## src/design/lisl_pkg.sv

```systemverilog
// ---------------------------------------------------------------------------
// lisl_pkg: shared types and constants for the LIS length unit
// Request and response field widths and the queued request type.
// ---------------------------------------------------------------------------
package lisl_pkg;

   localparam int VALUE_W  = 32;
   localparam int LENGTH_W = 11;

   typedef logic signed [VALUE_W-1:0] value_type;
   typedef logic [LENGTH_W-1:0]       length_type;

   typedef struct packed {
      value_type value;
      logic      last;
   } lisl_item_type;

endpackage

```

## src/design/lisl_if.sv

```systemverilog
// ---------------------------------------------------------------------------
// lisl_if: valid/ready channels of the LIS length unit
// Request channel carries one sequence element; response channel the length.
// ---------------------------------------------------------------------------
interface lisl_req_if;
   import lisl_pkg::*;

   logic      valid;
   logic      ready;
   value_type value;
   logic      last;

   modport source (output valid, output value, output last, input ready);
   modport sink   (input valid, input value, input last, output ready);
endinterface


```

## src/design/lisl_front.sv

```systemverilog
// ---------------------------------------------------------------------------
// lisl_front: request intake
// Two-entry queue that takes requests and hands them to the search engine.
// ---------------------------------------------------------------------------
module lisl_front (
   input  logic                   clock,
   input  logic                   reset,
   lisl_req_if.sink               req_ch,
   output lisl_pkg::lisl_item_type item,
   output logic                   item_valid,
   input  logic                   item_pop
);
   import lisl_pkg::*;

   lisl_item_type entry_ff [2];
   logic          wr_ptr_ff, wr_ptr_in;
   logic          rd_ptr_ff, rd_ptr_in;
   logic [1:0]    fill_ff, fill_in;
   logic          push;
   logic          pop;

   assign req_ch.ready = (fill_ff != 2'd2);
   assign push         = req_ch.valid && req_ch.ready;
   assign item_valid   = (fill_ff != 2'd0);
   assign pop          = item_pop && item_valid;
   assign item         = entry_ff[rd_ptr_ff];

   always_comb begin
      wr_ptr_in = wr_ptr_ff ^ push;
      rd_ptr_in = rd_ptr_ff ^ pop;
      fill_in   = fill_ff + {1'b0, push} - {1'b0, pop};
   end

   always_ff @(posedge clock) begin
      if (reset) begin
         wr_ptr_ff <= 1'b0;
         rd_ptr_ff <= 1'b0;
         fill_ff   <= 2'd0;
      end else begin
         wr_ptr_ff <= wr_ptr_in;
         rd_ptr_ff <= rd_ptr_in;
         fill_ff   <= fill_in;
      end
   end

   always_ff @(posedge clock) begin
      if (push) begin
         entry_ff[wr_ptr_ff] <= '{value: req_ch.value, last: req_ch.last};
      end
   end

endmodule

```

## src/flat_wrapper.sv

```systemverilog
// flat-port wrapper written by rule: the top's interface ports become plain ports
module lisl_front_flat import lisl_pkg::*;
  (clock, reset, item, item_valid, item_pop, req_ch_valid, req_ch_value, req_ch_last, req_ch_ready);
  lisl_req_if req_ch_i ();
  input  logic clock;
  input  logic reset;
  output lisl_pkg::lisl_item_type item;
  output logic item_valid;
  input  logic item_pop;
  input wire logic [$bits(req_ch_i.valid)-1:0] req_ch_valid;
  input wire logic [$bits(req_ch_i.value)-1:0] req_ch_value;
  input wire logic [$bits(req_ch_i.last)-1:0] req_ch_last;
  output wire logic [$bits(req_ch_i.ready)-1:0] req_ch_ready;
  assign req_ch_i.valid = req_ch_valid;
  assign req_ch_i.value = req_ch_value;
  assign req_ch_i.last = req_ch_last;
  assign req_ch_ready = req_ch_i.ready;
  lisl_front u_core (.clock(clock), .reset(reset), .req_ch(req_ch_i), .item(item), .item_valid(item_valid), .item_pop(item_pop));
endmodule
```

## config.mk

```make
export PLATFORM = sky130hd
export DESIGN_NAME = lisl_front_flat
export DESIGN_NICKNAME = d
export VERILOG_FILES = /design/src/design/lisl_pkg.sv /design/src/design/lisl_if.sv /design/src/design/lisl_front.sv /design/src/flat_wrapper.sv
export SDC_FILE = /design/constraint.sdc
export NUM_CORES = 1
export LEC_CHECK = 0
export ABC_AREA = 1
export BUFFER_PORTS_ARGS = -buffer_cell sky130_fd_sc_hd__buf_2
export CORE_MARGIN = 4
export CORE_UTILIZATION = 52
export DETAILED_ROUTE_END_ITERATION = 10
export HOLD_SLACK_MARGIN = 0.03
export PLACE_DENSITY = 0.79
export SYNTH_ARGS = -nofsm -noshare
export SYNTH_HDL_FRONTEND = slang
export SYNTH_SLANG_ARGS = --single-unit
```

## constraint.sdc

```tcl
create_clock -name clock -period 2.6 [get_ports clock]
set_input_delay 0.13 -clock clock [delete_from_list [all_inputs] [get_ports clock]]
set_output_delay 0.13 -clock clock [all_outputs]
set_load 0.01 [all_outputs]
```

# ---- After elaboration in Yosys (flattened, before gate mapping)
# Memory sizes are Yosys's and may differ from the RTL's. A register that Yosys moved wholly into a read port is not among the register bits.
# Index checks and enable logic that the tools add are counted.
dict set report word_totals {
  reg_bits 4
  ramBits 66
  input_bits 37
  word_cells 15
  mem_count 1
}
dict set report classes {
  n_addsub 2
  eq_ne 1
  muxes 3
  n_bitwise 2
  reduce_logical 3
}
# memory depth width rd rd_ports_with_merged_regs wr line_no
set memory_table {}
lappend memory_table {u_core.entry_ff 2 33 1 1 1 lisl_front.sv:15} ;# lisl_item_type entry_ff [2];
# operator count
set ops {}
lappend ops {{1-bit 2-to-1 mux} 3}
lappend ops {{2-bit by 1-bit adder with 2-bit output} 1}
lappend ops {{1-bit logical AND} 2}
lappend ops {{2-bit inequality test (second input constant)} 1}
lappend ops {{2-bit nonzero test} 1}
lappend ops {{2-bit by 1-bit subtractor with 2-bit output} 1}
lappend ops {{1-bit bitwise XOR} 2}

# ---- Longest topological paths before layout
dict set report depth {
  depth_word 4
  mapped_depth 10
  ltp_nobuf 10
}

# ---- Least setup slack after synthesis
# OpenSTA, ideal clock, no wires.
dict set report synth_path {
  path_type {register to register}
  start {reg u_core.fill_ff[0]}
  end {mem u_core.entry_ff[1][0] in the netlist's numbering, enable pin}
  arrival_ns 1.572
  setup_slack_ns 0.635
  path_stages_with_launch 4
  path_cell_list {dfxtp_1 inv_1 a21boi_0 ha_1}
}
dict set report synth_via {
  elab_chain_cells 4
}
# item line_no
set synth_lines {}
lappend synth_lines {{start, declared} lisl_front.sv:18} ;# logic [1:0] fill_ff, fill_in;
lappend synth_lines {{start signal, assigned} lisl_front.sv:42} ;# fill_ff <= fill_in;
lappend synth_lines {{2-bit inequality test} lisl_front.sv:22} ;# assign req_ch.ready = (fill_ff != 2'd2);
lappend synth_lines {{1-bit logical AND} lisl_front.sv:23} ;# assign push = req_ch.valid && req_ch.ready;
lappend synth_lines {{1-bit 2-to-1 mux} lisl_front.sv:47} ;# if (push) begin
lappend synth_lines {{1-bit 2-to-1 mux (not written as such)} lisl_front.sv:48} ;# entry_ff[wr_ptr_ff] <= '{value: req_ch.value, last: req_ch.last};
lappend synth_lines {{end, declared} lisl_front.sv:15}
# Every way passes these cells.

==> results.cfg <==
[status]
outcome = completed

[sta]
fin_tns_setup_ns = 0
slew_violations = 0
finalSetupViolations = 0
fin_crit_ns = 1.90
rsz0062_at_grt = false
tightest_slew_ns = 0.506
slew-limit-headroom_pct = 66.3
fmax_mhz = 527
min_period_over_period_pct = 72.9
timing.final.ws_setup_ns = 0.704
clock_skew_ns = 0.00608
hold_viol_final = 0
whs_ns = 0.0833

[synth]
ys.flop_type = edfxtp_1
ys_ff_latch = 70
synth_commonest_cells = 66 x edfxtp_1, 28 x mux2_4, 9 x inv_1, 7 x nor2_1, 6 x nand2_1
post_synth.cell_area_avg_um2 = 20.2
syn_nets = 178
synthCells = 137
synth.area.top_cells = edfxtp_1 72%, mux2_4 15%, dfxtp_1 2.9%
synth.top_cell.area_share_pct = 71.7
postSynth.asyncResetShare_pct = 0
yosysMostFrequentCell = edfxtp_1
synth_cell_types = 13
synth_edf_count = 66
yosysSeqAreaShare_pct = 74.6
yosys.area.top_type = edfxtp_1
syn_area_um2 = 2770
yosysWarnings = 0

[layout]
stdcell_area_um2 = 3710
diodes = 0
finalNetCount = 294
final_core_util_pct = 72.1
fin_cells = 328
drive_above_1_share_pct = 48.4
syn2layout_area_growth_pct = 34.1

[floorplanning]
row_count = 26
ios = 72
dieArea_um2 = 6550
die_w_um = 80.9
start_util_pct = 53.8
core-area_um2 = 5140
die_h_um = 80.9

[global_routing]
grt_overflow = 0
antenna_found_initial = 0
grt_first_pass_wirelength_mm = 7.53
grt_util_met1_pct = 20.2
use_met2_pct = 26.1
grt_use_total_pct = 16.0
first_global_vias = 1543
busiest_layer = met2
grt_max_degree = 34
grtUsageMet3_pct = 3.33

[hold_path]
hold_path_class = primary input to register

[placed_design]
dp_slack_ns = 0.753
port_buffers = 71
place_inst = 278
gp_congestion = 0.723
placed_cell_area_um2 = 3190
hpwl_mm = 3.03

[cts]
cts_tree = done
cts_max_level = 3
cts_buffer_depth = 2
cts_hold_buffers = 34
clock_latency_ns = 0.33
cts.clk_slew.worst_paths_ns = 0.06
numCtsBuffers = 9
cts_root_buf = clkbuf_8
cts_resized = 0
clock_sinks = 70
cts_setup_buffers = 0

[pwr]
p_leak_nw = 1.51
finalPower_mw = 3.25
power_frac_seq_pct = 47.3
power.internal_mw = 2.36
swShare_pct = 27.2
combPwrFrac_pct = 28.0
p_per_area_nw_per_um2 = 876
p_sw_mw = 0.883
clkPwrFrac_pct = 24.8
ir_drop_mv = 0.741

[drt]
drc = 0
ant_nets = 0
routedWlPerCell_um = 14.4
routed_wl_mm = 4.72
first_iter_violations = 101
dr.pass1.iters = 4
vias = 1511
via_per_inst = 4.61

[worst_setup_path]
critPathBufInv = 2
cp.required_ns = 2.47
crit_end = item[32]
cp.depth = 3
path_class = register to output pin
crit_path_top_delay_cell = dfxtp_2
cp_top_family = flip-flops
worst_setup_path_end_kind = output pin
cp_max_fo = 21
reg2reg_from = u_core.fill_ff[0]
r2r_end = u_core.entry_ff[1][10]
critical_path.startpoint = u_core.rd_ptr_ff
regToRegSetupSlack_ns = 0.78
reg2reg_depth = 4
max_stage_delay_ns = 0.65
cp-start-kind = register
cp.arrival_ns = 1.77
path_cells = buf_12 -> mux2_2 -> buf_2

[flow_run]
drv_cap = 0
## worst reg2reg max path, cell delays in order (launching register included)
cell	delay, ns
dfxtp_1	0.33
inv_1	0.07
a21boi_0	0.36
ha_2	0.50
buf_4	0.27
## area by class of cell
class | count | area (µm²)
Sequential cell | 70 | 2060
Fill cell | 352 | 1430
Timing Repair Buffer | 109 | 738
Multi-Input combinational cell | 54 | 603
Clock buffer | 11 | 131
Tap cell | 70 | 87.6
Clock inverter | 5 | 50.0
Inverter | 9 | 33.8
## cell usage in the layout, fill, tap and decap left out, types with 2 or more instances in the layout
master	count
clkinv_2	4
clkbuf_8	9
nand2_1	6
ha_2	2
buf_2	71
clkbuf_1	2
buf_4	3
ha_1	2
nand3_1	2
dlygate4sd3_1	34
nor2_1	7
dfxtp_1	3
mux2_2	5
mux2_4	28
inv_1	9
edfxtp_1	66
## routing by layer
metal	share of wire (%)	up-vias	routed length [µm]
met5	0	-	0
met4	2.5	0	119
met3	5.7	10	271
met2	49	53	2330
met1	42	705	2000
li1	-	743	-
## sequential cells by signal, indices dropped and copies added (netlist names)
name              cells
u_core.rd_ptr_ff      1
u_core.wr_ptr_ff      1
u_core.entry_ff      66
u_core.fill_ff        2
## cell families (layout without fill, tap and decap cells)
logic type      count (synthesis)  after routing  synth area share [%]
flops                          70             70                  74.6
mux                            33             33                  17.2
simple gates                   15             15                  2.13
buf+inv                        13            134                  3.80
fa+ha+maj                       4              4                  1.81
compound gates                  2              2                 0.452
## worst min-delay path by stage
stage / cells after the start / to / startpoint / slack [ns]
finish: 4 / u_core.rd_ptr_ff / item_pop / 0.08
global route: 4 / u_core.rd_ptr_ff / item_pop / 0.12
CTS: 4 / u_core.rd_ptr_ff / item_pop / 0.07
detailed placement: 1 / u_core.entry_ff[0][30] / req_ch_value[29] / 0.32
global placement: 1 / u_core.entry_ff[0][24] / req_ch_value[23] / 0.32
floorplan: 1 / u_core.wr_ptr_ff / reset / 0.20
## power groups by stage
stage / clock [mW] / sequential [mW] / combinational (mW)
3_5_place_dp: 0 / 1.56 / 0.873
2_1_floorplan: 0 / 1.52 / 0.661
4_1_cts: 0.823 / 1.54 / 0.916
5_1_grt: 0.862 / 1.56 / 0.989
3_3_place_gp: 0 / 1.55 / 0.863
6_report: 0.804 / 1.53 / 0.908
(Power assumes the default switching activity.)
